`src/kpt_pkg.sv`:
```
// Shared constants and field layout for the keyframe progress timer.
package kpt_pkg;

   localparam int TIME_BITS     = 32;
   localparam int FRACTION_BITS = 16;
   localparam int POS_BITS      = FRACTION_BITS + 1;
   localparam int PHASE_BITS    = 2;

   // serial datapath: digit width and digit count per time word
   localparam int DIGIT_BITS    = 4;
   localparam int DIGITS        = TIME_BITS / DIGIT_BITS;
   localparam int DIGIT_CNT_BITS = $clog2(DIGITS);
   localparam int DIV_CNT_BITS  = $clog2(FRACTION_BITS);

   // stream payload layout
   localparam int REQ_FIELD_BITS = 1 + TIME_BITS;
   localparam int REQ_DATA_BITS  = ((REQ_FIELD_BITS + 7) / 8) * 8;
   localparam int RSP_FIELD_BITS = POS_BITS + PHASE_BITS + 1;
   localparam int RSP_DATA_BITS  = ((RSP_FIELD_BITS + 7) / 8) * 8;
   localparam int RSP_PHASE_LSB  = POS_BITS;
   localparam int RSP_EVENT_BIT  = POS_BITS + PHASE_BITS;

   // configuration port
   localparam int CSR_IDX_BITS  = 2;
   localparam int CSR_DATA_BITS = 32;
   localparam logic [CSR_IDX_BITS-1:0] CSR_DURATION = 2'd0;
   localparam logic [CSR_IDX_BITS-1:0] CSR_DELAY    = 2'd1;
   localparam logic [CSR_IDX_BITS-1:0] CSR_LOOPING  = 2'd2;

   // operation codes carried in tuser
   localparam logic OP_TICK = 1'b0;
   localparam logic OP_PLAY = 1'b1;

   // phase codes
   localparam logic [PHASE_BITS-1:0] PH_IDLE  = 2'd0;
   localparam logic [PHASE_BITS-1:0] PH_DELAY = 2'd1;
   localparam logic [PHASE_BITS-1:0] PH_TRANS = 2'd2;

   // 1.0 in unsigned Q1.FRACTION_BITS
   localparam logic [POS_BITS-1:0] FIX_ONE = {1'b1, {FRACTION_BITS{1'b0}}};

   typedef logic [TIME_BITS-1:0] time_type;
   typedef logic [POS_BITS-1:0]  pos_type;

endpackage

```
`src/kpt_divider.sv`:
```
// Restoring divider: floor(num * 2^FRACTION_BITS / den), one quotient bit per cycle.
module kpt_divider (
   input  logic                                 clock,
   input  logic                                 reset,
   input  logic                                 start,
   input  kpt_pkg::time_type                    num,   // must be below den
   input  kpt_pkg::time_type                    den,
   output logic                                 done,
   output logic [kpt_pkg::FRACTION_BITS-1:0]    quot
);

   logic                                   busy_ff, busy_in;
   logic                                   done_ff, done_in;
   logic [kpt_pkg::DIV_CNT_BITS-1:0]       cnt_ff, cnt_in;
   kpt_pkg::time_type                      rem_ff, rem_in;
   logic [kpt_pkg::FRACTION_BITS-1:0]      quot_ff, quot_in;

   logic [kpt_pkg::TIME_BITS:0]            shifted;
   logic [kpt_pkg::TIME_BITS+1:0]          trial;
   logic                                   fits;

   // remainder stays below den, so the shifted value fits one extra bit
   assign shifted = {rem_ff, 1'b0};
   assign trial   = {1'b0, shifted} - {2'b00, den};
   assign fits    = ~trial[kpt_pkg::TIME_BITS+1];

   always_comb begin
      busy_in = busy_ff;
      done_in = 1'b0;
      cnt_in  = cnt_ff;
      rem_in  = rem_ff;
      quot_in = quot_ff;
      if (start) begin
         busy_in = 1'b1;
         cnt_in  = '0;
         rem_in  = num;
         quot_in = '0;
      end else if (busy_ff) begin
         rem_in  = fits ? trial[kpt_pkg::TIME_BITS-1:0] : shifted[kpt_pkg::TIME_BITS-1:0];
         quot_in = {quot_ff[kpt_pkg::FRACTION_BITS-2:0], fits};
         cnt_in  = cnt_ff + 1'b1;
         if (cnt_ff == kpt_pkg::DIV_CNT_BITS'(kpt_pkg::FRACTION_BITS - 1)) begin
            busy_in = 1'b0;
            done_in = 1'b1;
         end
      end
   end

   always_ff @(posedge clock) begin
      if (reset) begin
         busy_ff <= 1'b0;
         done_ff <= 1'b0;
         cnt_ff  <= '0;
      end else begin
         busy_ff <= busy_in;
         done_ff <= done_in;
         cnt_ff  <= cnt_in;
      end
      rem_ff  <= rem_in;
      quot_ff <= quot_in;
   end

   assign done = done_ff;
   assign quot = quot_ff;

endmodule

```
`src/keyframe_progress_timer.sv`:
```
// Top level of the keyframe progress timer: phase control, serial time datapath, result register.
//
//  channel  dir  handshake              payload
//  req_     in   req_tvalid/req_tready  tuser: operation; tdata: direction, now_ms
//  rsp_     out  rsp_tvalid/rsp_tready  tdata: position, phase, progress_event
//  csr_     in   csr_wen (no stall)     csr_index, csr_wdata
//
//  Play and idle ticks go straight to the result state; a delay tick makes one digit pass;
//  a transition tick makes more: time differences and compares run 4 bits per cycle
//  through shift registers (a digit pass, a second pass on looping overrun), and
//  the position comes from a restoring divider at one quotient bit per cycle
//  (16 bit steps, started from state S_DIVGO).
//  One item is worked at a time; req_tready is high only while nothing is in flight.
//  A finished result waits in the output register while the next item is accepted.
//  Reset is synchronous, active high, and returns to idle phase with control, timer and configuration state zero.
module keyframe_progress_timer (
   input  logic                                  clock,
   input  logic                                  reset,
   // request stream
   input  logic                                  req_tvalid,
   output logic                                  req_tready,
   input  logic [kpt_pkg::REQ_DATA_BITS-1:0]     req_tdata,  // [0] direction, [32:1] now_ms
   input  logic                                  req_tuser,  // [0] operation
   // response stream
   output logic                                  rsp_tvalid,
   input  logic                                  rsp_tready,
   output logic [kpt_pkg::RSP_DATA_BITS-1:0]     rsp_tdata,  // [16:0] position, [18:17] phase,
                                                             // [19] progress_event
   // configuration writes
   input  logic                                  csr_wen,
   input  logic [kpt_pkg::CSR_IDX_BITS-1:0]      csr_index,
   input  logic [kpt_pkg::CSR_DATA_BITS-1:0]     csr_wdata
);

   localparam int D = kpt_pkg::DIGIT_BITS;
   localparam int T = kpt_pkg::TIME_BITS;

   // sequencer states
   localparam logic [2:0] S_IDLE  = 3'd0;
   localparam logic [2:0] S_PASS1 = 3'd1;  // elapsed = now - start, compare to limit
   localparam logic [2:0] S_PASS2 = 3'd2;  // loop wrap: elapsed -= duration, start += duration
   localparam logic [2:0] S_DIVGO = 3'd3;
   localparam logic [2:0] S_DIV   = 3'd4;
   localparam logic [2:0] S_DONE  = 3'd5;

   logic [2:0]                          state_ff, state_in;

   // configuration
   kpt_pkg::time_type                   duration_ff, delay_ff;
   logic                                looping_ff;

   // timer state
   logic [kpt_pkg::PHASE_BITS-1:0]      phase_ff, phase_in;
   logic                                reverse_ff, reverse_in;
   kpt_pkg::time_type                   delay_start_ff, delay_start_in;
   kpt_pkg::time_type                   tstart_ff, tstart_in;
   kpt_pkg::pos_type                    position_ff, position_in;
   logic                                event_ff, event_in;

   // serial datapath
   kpt_pkg::time_type                   now_ff, now_in;
   kpt_pkg::time_type                   elap_ff, elap_in;
   kpt_pkg::time_type                   opnd_ff, opnd_in;
   kpt_pkg::time_type                   cmp_ff, cmp_in;
   logic                                borrow_ff, borrow_in;
   logic                                carry_ff, carry_in;
   logic                                gt_ff, gt_in;
   logic                                ge_ff, ge_in;
   logic [kpt_pkg::DIGIT_CNT_BITS-1:0]  cnt_ff, cnt_in;

   // result register
   logic                                rsp_valid_ff, rsp_valid_in;
   logic [kpt_pkg::RSP_DATA_BITS-1:0]   rsp_data_ff, rsp_data_in;

   // divider hookup
   logic                                div_start;
   logic                                div_done;
   logic [kpt_pkg::FRACTION_BITS-1:0]   div_quot;

   // per-digit logic
   logic [D-1:0]                        a_dig, b_dig, c_dig, dif_dig;
   logic [D:0]                          sub_w, add_w;
   logic                                gt_nx, ge_nx, last_dig;
   kpt_pkg::pos_type                    pos_full, pos_div;

   logic                                req_fire;
   logic                                req_dir;
   kpt_pkg::time_type                   req_now;

   assign req_tready = (state_ff == S_IDLE);
   assign req_fire   = req_tvalid & req_tready;
   assign req_dir    = req_tdata[0];
   assign req_now    = req_tdata[T:1];

   // digit lane, LSB first; pass 1 subtracts opnd, pass 2 subtracts the limit itself
   assign a_dig   = elap_ff[D-1:0];
   assign c_dig   = cmp_ff[D-1:0];
   assign b_dig   = (state_ff == S_PASS1) ? opnd_ff[D-1:0] : c_dig;
   assign sub_w   = {1'b0, a_dig} - {1'b0, b_dig} - {{D{1'b0}}, borrow_ff};
   assign dif_dig = sub_w[D-1:0];
   assign add_w   = {1'b0, tstart_ff[D-1:0]} + {1'b0, c_dig} + {{D{1'b0}}, carry_ff};
   // LSB-first magnitude compare: a higher digit decides, equal digits keep the verdict
   assign gt_nx   = (dif_dig > c_dig) || ((dif_dig == c_dig) && gt_ff);
   assign ge_nx   = (dif_dig > c_dig) || ((dif_dig == c_dig) && ge_ff);
   assign last_dig = (cnt_ff == kpt_pkg::DIGIT_CNT_BITS'(kpt_pkg::DIGITS - 1));

   // saturated position, 1.0 or 0 in reverse
   assign pos_full = reverse_ff ? '0 : kpt_pkg::FIX_ONE;
   assign pos_div  = reverse_ff ? (kpt_pkg::FIX_ONE - {1'b0, div_quot}) : {1'b0, div_quot};

   assign div_start = (state_ff == S_DIVGO);

   kpt_divider u_div (
      .clock (clock),
      .reset (reset),
      .start (div_start),
      .num   (elap_ff),
      .den   (duration_ff),
      .done  (div_done),
      .quot  (div_quot)
   );

   always_comb begin
      state_in       = state_ff;
      phase_in       = phase_ff;
      reverse_in     = reverse_ff;
      delay_start_in = delay_start_ff;
      tstart_in      = tstart_ff;
      position_in    = position_ff;
      event_in       = event_ff;
      now_in         = now_ff;
      elap_in        = elap_ff;
      opnd_in        = opnd_ff;
      cmp_in         = cmp_ff;
      borrow_in      = borrow_ff;
      carry_in       = carry_ff;
      gt_in          = gt_ff;
      ge_in          = ge_ff;
      cnt_in         = cnt_ff;
      rsp_valid_in   = rsp_valid_ff & ~rsp_tready;
      rsp_data_in    = rsp_data_ff;

      case (state_ff)
         S_IDLE: begin
            if (req_fire) begin
               now_in   = req_now;
               event_in = 1'b0;
               state_in = S_DONE;
               if (req_tuser == kpt_pkg::OP_PLAY) begin
                  if ((phase_ff == kpt_pkg::PH_IDLE) && !req_dir) begin
                     position_in = '0;
                  end
                  reverse_in     = req_dir;
                  phase_in       = kpt_pkg::PH_DELAY;
                  delay_start_in = req_now;
               end else if (phase_ff == kpt_pkg::PH_DELAY ||
                            phase_ff == kpt_pkg::PH_TRANS) begin
                  elap_in   = req_now;
                  opnd_in   = (phase_ff == kpt_pkg::PH_DELAY) ? delay_start_ff : tstart_ff;
                  cmp_in    = (phase_ff == kpt_pkg::PH_DELAY) ? delay_ff : duration_ff;
                  borrow_in = 1'b0;
                  gt_in     = 1'b0;
                  ge_in     = 1'b1;
                  cnt_in    = '0;
                  state_in  = S_PASS1;
               end
            end
         end

         S_PASS1: begin
            elap_in   = {dif_dig, elap_ff[T-1:D]};
            opnd_in   = {{D{1'b0}}, opnd_ff[T-1:D]};
            cmp_in    = {c_dig, cmp_ff[T-1:D]};
            borrow_in = sub_w[D];
            gt_in     = gt_nx;
            ge_in     = ge_nx;
            cnt_in    = cnt_ff + 1'b1;
            if (last_dig) begin
               if (phase_ff == kpt_pkg::PH_DELAY) begin
                  if (ge_nx) begin
                     phase_in  = kpt_pkg::PH_TRANS;
                     tstart_in = now_ff;
                  end
                  state_in = S_DONE;
               end else begin
                  event_in = 1'b1;
                  if (gt_nx && looping_ff) begin
                     borrow_in = 1'b0;
                     carry_in  = 1'b0;
                     gt_in     = 1'b0;
                     ge_in     = 1'b1;
                     cnt_in    = '0;
                     state_in  = S_PASS2;
                  end else if (gt_nx) begin
                     // overrun, no loop: clamp to the end and stop
                     phase_in    = kpt_pkg::PH_IDLE;
                     position_in = pos_full;
                     state_in    = S_DONE;
                  end else if (ge_nx) begin
                     // exactly at the end, or zero duration
                     position_in = pos_full;
                     state_in    = S_DONE;
                  end else begin
                     state_in = S_DIVGO;
                  end
               end
            end
         end

         S_PASS2: begin
            elap_in   = {dif_dig, elap_ff[T-1:D]};
            cmp_in    = {c_dig, cmp_ff[T-1:D]};
            tstart_in = {add_w[D-1:0], tstart_ff[T-1:D]};
            borrow_in = sub_w[D];
            carry_in  = add_w[D];
            gt_in     = gt_nx;
            ge_in     = ge_nx;
            cnt_in    = cnt_ff + 1'b1;
            if (last_dig) begin
               if (ge_nx) begin
                  position_in = pos_full;
                  state_in    = S_DONE;
               end else begin
                  state_in = S_DIVGO;
               end
            end
         end

         S_DIVGO: begin
            state_in = S_DIV;
         end

         S_DIV: begin
            if (div_done) begin
               position_in = pos_div;
               state_in    = S_DONE;
            end
         end

         S_DONE: begin
            if (!rsp_valid_ff || rsp_tready) begin
               rsp_valid_in = 1'b1;
               rsp_data_in  = {{(kpt_pkg::RSP_DATA_BITS - kpt_pkg::RSP_FIELD_BITS){1'b0}},
                               event_ff, phase_ff, position_ff};
               state_in     = S_IDLE;
            end
         end

         default: begin
            state_in = S_IDLE;
         end
      endcase
   end

   always_ff @(posedge clock) begin
      if (reset) begin
         state_ff       <= S_IDLE;
         duration_ff    <= '0;
         delay_ff       <= '0;
         looping_ff     <= 1'b0;
         phase_ff       <= kpt_pkg::PH_IDLE;
         reverse_ff     <= 1'b0;
         delay_start_ff <= '0;
         tstart_ff      <= '0;
         position_ff    <= '0;
         event_ff       <= 1'b0;
         rsp_valid_ff   <= 1'b0;
      end else begin
         state_ff       <= state_in;
         phase_ff       <= phase_in;
         reverse_ff     <= reverse_in;
         delay_start_ff <= delay_start_in;
         tstart_ff      <= tstart_in;
         position_ff    <= position_in;
         event_ff       <= event_in;
         rsp_valid_ff   <= rsp_valid_in;
         if (csr_wen) begin
            case (csr_index)
               kpt_pkg::CSR_DURATION: duration_ff <= csr_wdata[T-1:0];
               kpt_pkg::CSR_DELAY:    delay_ff    <= csr_wdata[T-1:0];
               kpt_pkg::CSR_LOOPING:  looping_ff  <= csr_wdata[0];
               default: ;  // unknown index: write dropped
            endcase
         end
      end
      now_ff      <= now_in;
      elap_ff     <= elap_in;
      opnd_ff     <= opnd_in;
      cmp_ff      <= cmp_in;
      borrow_ff   <= borrow_in;
      carry_ff    <= carry_in;
      gt_ff       <= gt_in;
      ge_ff       <= ge_in;
      cnt_ff      <= cnt_in;
      rsp_data_ff <= rsp_data_in;
   end

   assign rsp_tvalid = rsp_valid_ff;
   assign rsp_tdata  = rsp_data_ff;

endmodule

```
`config.mk`:
```
export PLATFORM = sky130hd
export DESIGN_NAME = keyframe_progress_timer
export DESIGN_NICKNAME = d
export VERILOG_FILES = /design/src/kpt_pkg.sv /design/src/kpt_divider.sv /design/src/keyframe_progress_timer.sv
export SDC_FILE = /design/constraint.sdc
export NUM_CORES = 1
export LEC_CHECK = 0
export ABC_CLOCK_PERIOD_IN_PS = 7050
export BUFFER_PORTS_ARGS = -buffer_cell sky130_fd_sc_hd__buf_2
export CAP_MARGIN = 20
export CORE_MARGIN = 8
export CORE_UTILIZATION = 40
export DETAILED_ROUTE_END_ITERATION = 7
export PLACE_DENSITY_LB_ADDON = 0.12
export SLEW_MARGIN = 20
export SYNTH_ARGS = -nofsm -noshare
export SYNTH_HDL_FRONTEND = slang
export SYNTH_HIERARCHICAL = 1
export SYNTH_SLANG_ARGS = --single-unit
```
`constraint.sdc`:
```
create_clock -name clock -period 7.05 [get_ports clock]
set_input_delay 0.3525 -clock clock [delete_from_list [all_inputs] [get_ports clock]]
set_output_delay 0.3525 -clock clock [all_outputs]
set_load 0.01 [all_outputs]
```
==> results of run 1 <==
[cell families (layout without fill, tap and decap cells)]
family          after synthesis  in the layout  share of synthesized area
compound gates              408            408                     0.1594
xor+xnor                     44             44                    0.02143
fa+ha+maj                    53             53                    0.03897
buf+inv                     180            267                    0.04356
flops                       363            363                     0.5082
mux                         151            151                    0.09192
other cells                   1              4                  0.0002086
simple gates                564            564                     0.1362
[layout by cell type, fill, tap and decap left out, types with 13 or more instances in the layout]
cell type                     n
sky130_fd_sc_hd__buf_4       21
sky130_fd_sc_hd__mux2i_1     86
sky130_fd_sc_hd__xnor2_1     23
sky130_fd_sc_hd__a21o_1      18
sky130_fd_sc_hd__ha_1        47
sky130_fd_sc_hd__clkbuf_16   43
sky130_fd_sc_hd__xor2_1      21
sky130_fd_sc_hd__nor3_1      16
sky130_fd_sc_hd__a21oi_1    161
sky130_fd_sc_hd__nand2_1    365
sky130_fd_sc_hd__clkbuf_1    15
sky130_fd_sc_hd__mux2_2      49
sky130_fd_sc_hd__nor2b_1     13
sky130_fd_sc_hd__a311oi_2    29
sky130_fd_sc_hd__inv_1       65
sky130_fd_sc_hd__nor2_1      90
sky130_fd_sc_hd__buf_2       93
sky130_fd_sc_hd__mux2_4      16
sky130_fd_sc_hd__edfxtp_1   187
sky130_fd_sc_hd__dfxtp_1    176
sky130_fd_sc_hd__o21ai_0     91
[worst max-delay path by stage]
| stage | start | slack [ns] | cells past startpoint | end |
|---|---|---|---|---|
| final | state_ff[0] | 1.79 | 16 | tstart_ff[13] |
| after global routing | state_ff[0] | 1.42 | 16 | tstart_ff[20] |
| after CTS | state_ff[0] | 1.77 | 16 | tstart_ff[23] |
| after detailed placement | state_ff[0] | 1.83 | 16 | tstart_ff[23] |
| after global placement | state_ff[0] | 1.92 | 16 | tstart_ff[13] |
| after floorplan | phase_ff[0] | 0.76 | 5 | cmp_ff[0] |
[final cells by class]
cell class,count,share of cell area
clock inverter,15,0.004318
sequential,363,0.4505
tap,592,0.03652
multi-input combinational,1224,0.4016
clock buffer,63,0.05922
inverter,66,0.01221
timing repair buffer,123,0.03565
[power by group]
part	total, mW	switching (mW)	leakage, nW	internal, mW
Sequential	3.36	0.363	3.19	2.99
Clock	2.05	0.869	0.635	1.18
Combinational	3.07	1.90	3.25	1.17
[worst register-to-register path, cell delays in order, from the launching register on]
cell	delay, ns
sky130_fd_sc_hd__dfxtp_1	0.77
sky130_fd_sc_hd__nor3b_4	0.29
sky130_fd_sc_hd__buf_4	0.35
sky130_fd_sc_hd__o21ai_0	0.18
sky130_fd_sc_hd__fa_1	0.43
sky130_fd_sc_hd__inv_1	0.08
sky130_fd_sc_hd__ha_1	0.22
sky130_fd_sc_hd__a211oi_1	0.29
sky130_fd_sc_hd__xnor2_1	0.18
sky130_fd_sc_hd__ha_1	0.28
sky130_fd_sc_hd__nand4_1	0.12
sky130_fd_sc_hd__or2_2	0.15
sky130_fd_sc_hd__nor3b_2	0.47
sky130_fd_sc_hd__o21a_2	0.74
sky130_fd_sc_hd__buf_12	0.31
sky130_fd_sc_hd__nor2_1	0.10
sky130_fd_sc_hd__a311oi_2	0.24
[routing by layer]
layer | GRT usage | up-vias | wire length [um] | share of wire
met4 | 0.06036 | 0 | 1320 | 0.027
met1 | 0.2438 | 6339 | 22540 | 0.47
met5 | 0 | - | 0 | 0
li1 | - | 6378 | - | -
met2 | 0.2951 | 248 | 22700 | 0.47
met3 | 0.02556 | 73 | 1766 | 0.037
[flip-flops by register name, summed over array words and instances (netlist names), 2 cells and up]
| register | count |
|---|---|
| duration_ff | 32 |
| now_ff | 32 |
| elap_ff | 32 |
| cnt_ff | 3 |
| u_div/quot | 16 |
| rsp_tdata | 20 |
| tstart_ff | 32 |
| opnd_ff | 32 |
| position_ff | 17 |
| u_div/cnt_ff | 4 |
| state_ff | 3 |
| u_div/rem_ff | 32 |
| cmp_ff | 32 |
| delay_start_ff | 32 |
| phase_ff | 2 |
| delay_ff | 32 |
==> results.ini, run 1 <==
[finish]
postLayoutCoreUtil=0.4577
drive_above_1_share=0.1715
layout.filler_cells=4301
final_nets=1953
diodes=0
area.growth.synth_to_final_pct=12.81
post_layout_instance_count_excluding_filler_cells=2446
fin_area_sq_um=20280
multi_input_area_sq_um=8145
ff_latch_area_sq_um=9139

[grt]
globalRouteTotalUtil=0.1805
grt_antenna_before_repair=0
first_pass_grt_wire_length_mm=75.22
grt_pass1_vias=12850
gr-total-overflow=0
maximum_number_of_pins_on_one_net_before_global_route_repair=65

[yosys]
ys_ff_latch=363
synth.avg_cell_area_sq_um=10.19
synthMostInstantiatedCell=sky130_fd_sc_hd__nand2_1
synth.lib_cells_used.distinct=88
synth_edf_count=187
synthesis.yosys.warnings=6
synth_area_leader_cell=sky130_fd_sc_hd__edfxtp_1
synth_async_sr_flop_share=0
ys_dominant_reg_cell=sky130_fd_sc_hd__edfxtp_1
synth.top_cell.area_share=0.3123
synth.cell_area_sq_um=17980
synth.area.top_cells=sky130_fd_sc_hd__edfxtp_1, sky130_fd_sc_hd__dfxtp_1, sky130_fd_sc_hd__nand2_1
yosys-top-cells-count=sky130_fd_sc_hd__nand2_1, sky130_fd_sc_hd__edfxtp_1, sky130_fd_sc_hd__dfxtp_1
seq_area_frac_synth=0.5082
synthesis.instances=1764

[critical_path]
max_stage_delay_ns=0.77
crit_path_end_kind=flop
critPathRequiredTime_ns=7.52
timing.critical_path.from_type=flop
critPathMaxFanout=33
critical-path-slowest-cell=sky130_fd_sc_hd__dfxtp_1
setup_slack_on_the_worst_flop_to_flop_path_ns=1.79
worstPathBufferInverterCount=3
logic_depth_of_the_worst_register_to_register_path=16
largest_delay_contributor_family_on_the_critical_path=compound AO/OA/AOI/OAI gates
crit_path_frequent_cell=sky130_fd_sc_hd__ha_1
worstPathCellList=nor3b_4 > buf_4 > o21ai_0 > fa_1 > inv_1 > ha_1 > a211oi_1 > xnor2_1 > ha_1 > nand4_1 > or2_2 > nor3b_2 > o21a_2 > buf_12 > nor2_1 > a311oi_2
critPathKind=flop to flop
crit-reg2reg-capture=tstart_ff[13]
worst_r2r_startpoint=state_ff[0]
critPathArrivalTime_ns=5.73

[timing]
final.setup.tns_ns=0
worst_hold_slack_ns=0.03632
worst_slew_pin_slew_ns=0.9612
max_freq_mhz=190.0
fin_ws_ns=1.787
post-route-min-period_ns=5.263
rsz0062_at_grt=no
max_slew_margin_vs_limit=0.3592
report.final.hold_viol_count=0
finalCritPeriodShare=0.7466
final_clock_skew_ns=0.02871
number_of_max_slew_violations_in_the_final_report=0
setup_violations=0

[clocking]
cts_resized=0
cts_hold_repair.buffers=8
cts.sink_count=363
root_buffer=sky130_fd_sc_hd__clkbuf_16
clock_buffer_depth=3
clkLatencyLatePin_ns=0.57
cts_made_buffers=42
post_cts_buffers=0
tritoncts=built
cts_htree_levels=2
clkSlewWorstSetupHoldPaths_ns=0.06

[placed_design]
place.detailed.instances=2360
port-buffer-count=94
dp_hpwl_mm=33.03
routabilityCongestion=0.8790
detailedPlace.worstSlack_ns=1.828
dpl_cell_area_sq_um=18910

[route]
route.detailed.vias_per_inst=5.330
detail_route.first_pass.iterations=5
routed_wirelength_mm=48.32
routed-via-count=13040
wl_per_cell_um=19.76
drt_first_iter_violations=756
antenna_violating_nets_post_route=0
drc_errors=0

[power_and_ir_drop]
vdd_drop_max_uv=271.8
static-leakage-power_nw=7.069
power-per-cell-area_nw_per_um2=417.8
report.power.total_mw=8.475

[die]
ios=106
coreArea_sq_um=44320
placement_rows=77
dieArea_sq_um=51990
initial_core_util=0.4057
die-width_um=228.0
die_h_um=228.0

[status]
status=completed

[hold_path]
whs_path_depth=1
hp-class=primary input to flop
worst_hold_startpoint=req_tdata[7]
min_delay_worst_endpoint=now_ff[6]

[job]
max-cap-violations=0

No activity file was read; power rests on OpenSTA's default activity.
==> run 2, diff against run 1 <==
--- a/config.mk
+++ b/config.mk
@@ -5,7 +5,8 @@
 export SDC_FILE = /design/constraint.sdc
 export NUM_CORES = 1
 export LEC_CHECK = 0
-export ABC_CLOCK_PERIOD_IN_PS = 7050
+export ABC_AREA = 1
+export ABC_CLOCK_PERIOD_IN_PS = 5000
 export BUFFER_PORTS_ARGS = -buffer_cell sky130_fd_sc_hd__buf_2
 export CAP_MARGIN = 20
 export CORE_MARGIN = 8
==> constraint.sdc (replaced) <==
create_clock -name clock -period 5 [get_ports clock]
set_input_delay 0.25 -clock clock [delete_from_list [all_inputs] [get_ports clock]]
set_output_delay 0.25 -clock clock [all_outputs]
set_load 0.01 [all_outputs]
==> results.ini, run 2 <==
[finish]
commonest_cells_after_routing_fill_and_taps_aside=sky130_fd_sc_hd__nand2_1, sky130_fd_sc_hd__inv_1, sky130_fd_sc_hd__nor2_1
postLayoutCoreUtil=0.4697
final_nets=2715
area.growth.synth_to_final_pct=15.67
layout_commonest_cell=sky130_fd_sc_hd__nand2_1
drive_above_1_share=0.09602
post_layout_instance_count_excluding_filler_cells=3222
fin_area_sq_um=21870

[critical_path]
logic_depth_of_the_worst_register_to_register_path=21
cell_count_along_the_critical_path=21
worstPathCellList=inv_2 > nor3_4 > buf_12 > o21ai_0 > fa_1 > inv_1 > ha_1 > a211oi_1 > xnor2_1 > ha_1 > nand2_1 > nor2_1 > inv_1 > nand2_1 > nand2_1 > inv_1 > nand2_1 > nand2_2 > buf_4 > o21ai_0 > a21oi_1
critPathKind=flop to flop
critPathArrivalTime_ns=4.77
largest_delay_contributor_family_on_the_critical_path=simple AND/OR/NAND/NOR gates
critical-path-slowest-cell=sky130_fd_sc_hd__dfxtp_1
max_stage_delay_ns=0.48
crit_path_frequent_cell=sky130_fd_sc_hd__nand2_1
crit_path_end_kind=flop
critPathRequiredTime_ns=5.50
worstPathBufferInverterCount=6
critPathMaxFanout=23
timing.critical_path.from_type=flop

[route]
drc_errors=0
wl_per_cell_um=17.93
routed_wirelength_mm=57.77
antenna_violating_nets_post_route=0
route.detailed.vias_per_inst=5.096
drt_first_iter_violations=1293
routed-via-count=16420
detail_route.first_pass.iterations=5

[timing]
rsz0062_at_grt=no
report.final.hold_viol_count=0
number_of_max_slew_violations_in_the_final_report=0
worst_hold_slack_ns=0.04649
post-route-min-period_ns=4.273
final_clock_skew_ns=0.02454
setup_violations=0
fin_ws_ns=0.7275
max_freq_mhz=234.1
final.setup.tns_ns=0
worst_slew_pin_slew_ns=1.031
finalCritPeriodShare=0.8545
max_slew_margin_vs_limit=0.3072

[clocking]
cts_htree_levels=2
clkSlewWorstSetupHoldPaths_ns=0.06
cts_made_buffers=41
cts_resized=0
clock_buffer_depth=3
tritoncts=built
root_buffer=sky130_fd_sc_hd__clkbuf_16
clkLatencyLatePin_ns=0.57
cts.sink_count=363

[die]
die-width_um=233.4
die_h_um=233.4
coreArea_sq_um=46560
ios=106
initial_core_util=0.4061
placement_rows=79
dieArea_sq_um=54470

[power_and_ir_drop]
power_switching_mw=4.517
power-per-cell-area_nw_per_um2=540.2
static-leakage-power_nw=9.472
comb_power_share=0.344
pwr-share-seq=0.400
report.power.total_mw=11.81
vdd_drop_max_uv=303.3
power.switching_fraction=0.3824
power.internal_mw=7.295
p_clk_frac=0.256

[grt]
first_pass_grt_wire_length_mm=90.48
maximum_number_of_pins_on_one_net_before_global_route_repair=67
grt_antenna_before_repair=1
globalRouteTotalUtil=0.2104
gr-total-overflow=0
grt_pass1_vias=16030

[yosys]
seq_area_frac_synth=0.4834
synth.top_cell.area_share=0.2970
ys_dominant_reg_cell=sky130_fd_sc_hd__edfxtp_1
synth_async_sr_flop_share=0
synthesis.instances=2468
synth.lib_cells_used.distinct=46
synthMostInstantiatedCell=sky130_fd_sc_hd__nand2_1
ys_ff_latch=363
synth.area.top_cells=sky130_fd_sc_hd__edfxtp_1, sky130_fd_sc_hd__dfxtp_1, sky130_fd_sc_hd__nand2_1
synthesis.yosys.warnings=6
synth.cell_area_sq_um=18900
yosys-top-cells-count=sky130_fd_sc_hd__nand2_1, sky130_fd_sc_hd__inv_1, sky130_fd_sc_hd__nor2_1
synth_edf_count=187
synth_area_leader_cell=sky130_fd_sc_hd__edfxtp_1
synth.avg_cell_area_sq_um=7.660

[hold_path]
whs_path_depth=1
hp-class=primary input to flop

[placed_design]
port-buffer-count=94
dp_hpwl_mm=40.02
detailedPlace.worstSlack_ns=0.4799
dpl_cell_area_sq_um=19830
place.detailed.instances=3078
routabilityCongestion=0.9184

[job]
max-cap-violations=0

[status]
status=completed

-- run 2: power groups by stage --
| stage | sequential (mW) | clock (mW) | combinational [mW] |
|---|---|---|---|
| 2_1_floorplan | 4.62 | 0 | 2.93 |
| 3_3_place_gp | 4.77 | 0 | 3.95 |
| 3_5_place_dp | 4.78 | 0 | 3.99 |
| 4_1_cts | 4.73 | 3.10 | 4.05 |
| 5_1_grt | 4.82 | 3.20 | 4.60 |
| 6_report | 4.73 | 3.02 | 4.06 |
-- run 2: logic make-up (layout without fill, tap and decap cells) --
family          count (synthesis)  after routing  share of synthesized area
simple gates                 1266           1266                     0.2804
buf+inv                       406            549                    0.08723
flops                         363            363                     0.4834
compound gates                361            361                     0.1034
fa+ha+maj                      53             53                    0.03706
xor+xnor                       18             18                   0.008339
other cells                     1              5                  0.0001984
-- run 2: cell type report --
class | instances | area (sq um)
Timing Repair Buffer | 187 | 1383
Tap cell | 607 | 759.5
Multi-Input combinational cell | 1702 | 8160
Clock buffer | 57 | 1167
Inverter | 287 | 1079
Antenna cell | 1 | 2.502
Sequential cell | 363 | 9139
Clock inverter | 18 | 177.7
Fill cell | 4616 | 24690
-- run 2: worst paths after layout --
check / startpoint / end / slack (ns)
worst max register to register: state_ff[0] / tstart_ff[25] / 0.73
worst min-delay path: req_tdata[13] / now_ff[12] / 0.05
worst min register to register: position_ff[16] / rsp_tdata[16] / 0.46
worst max-delay path: state_ff[0] / tstart_ff[25] / 0.73
-- run 2: what timing repair did --
item | CTS | global route
hold buffers | 64 | 0
setup endpoints to repair | 0 | 7
hold endpoints to repair | 114 | 0
buffers inserted | 0 | 3
-- run 2: worst register-to-register path: stages, from the launching register on --
cell and delay (ns):
sky130_fd_sc_hd__dfxtp_1 0.48, sky130_fd_sc_hd__inv_2 0.11, sky130_fd_sc_hd__nor3_4 0.24, sky130_fd_sc_hd__buf_12 0.16, sky130_fd_sc_hd__o21ai_0 0.12, sky130_fd_sc_hd__fa_1 0.42, sky130_fd_sc_hd__inv_1 0.08, sky130_fd_sc_hd__ha_1 0.21
sky130_fd_sc_hd__a211oi_1 0.30, sky130_fd_sc_hd__xnor2_1 0.13, sky130_fd_sc_hd__ha_1 0.31, sky130_fd_sc_hd__nand2_1 0.07, sky130_fd_sc_hd__nor2_1 0.18, sky130_fd_sc_hd__inv_1 0.06, sky130_fd_sc_hd__nand2_1 0.13, sky130_fd_sc_hd__nand2_1 0.11
sky130_fd_sc_hd__inv_1 0.10, sky130_fd_sc_hd__nand2_1 0.06, sky130_fd_sc_hd__nand2_2 0.37, sky130_fd_sc_hd__buf_4 0.29, sky130_fd_sc_hd__o21ai_0 0.10, sky130_fd_sc_hd__a21oi_1 0.18
-- run 2: layer usage --
| layer | share of wire | global-route usage |
|---|---|---|
| met1 | 0.46 | 0.2850 |
| met5 | 0 | 0 |
| met4 | 0.027 | 0.06586 |
| met3 | 0.049 | 0.02535 |
| met2 | 0.47 | 0.3482 |
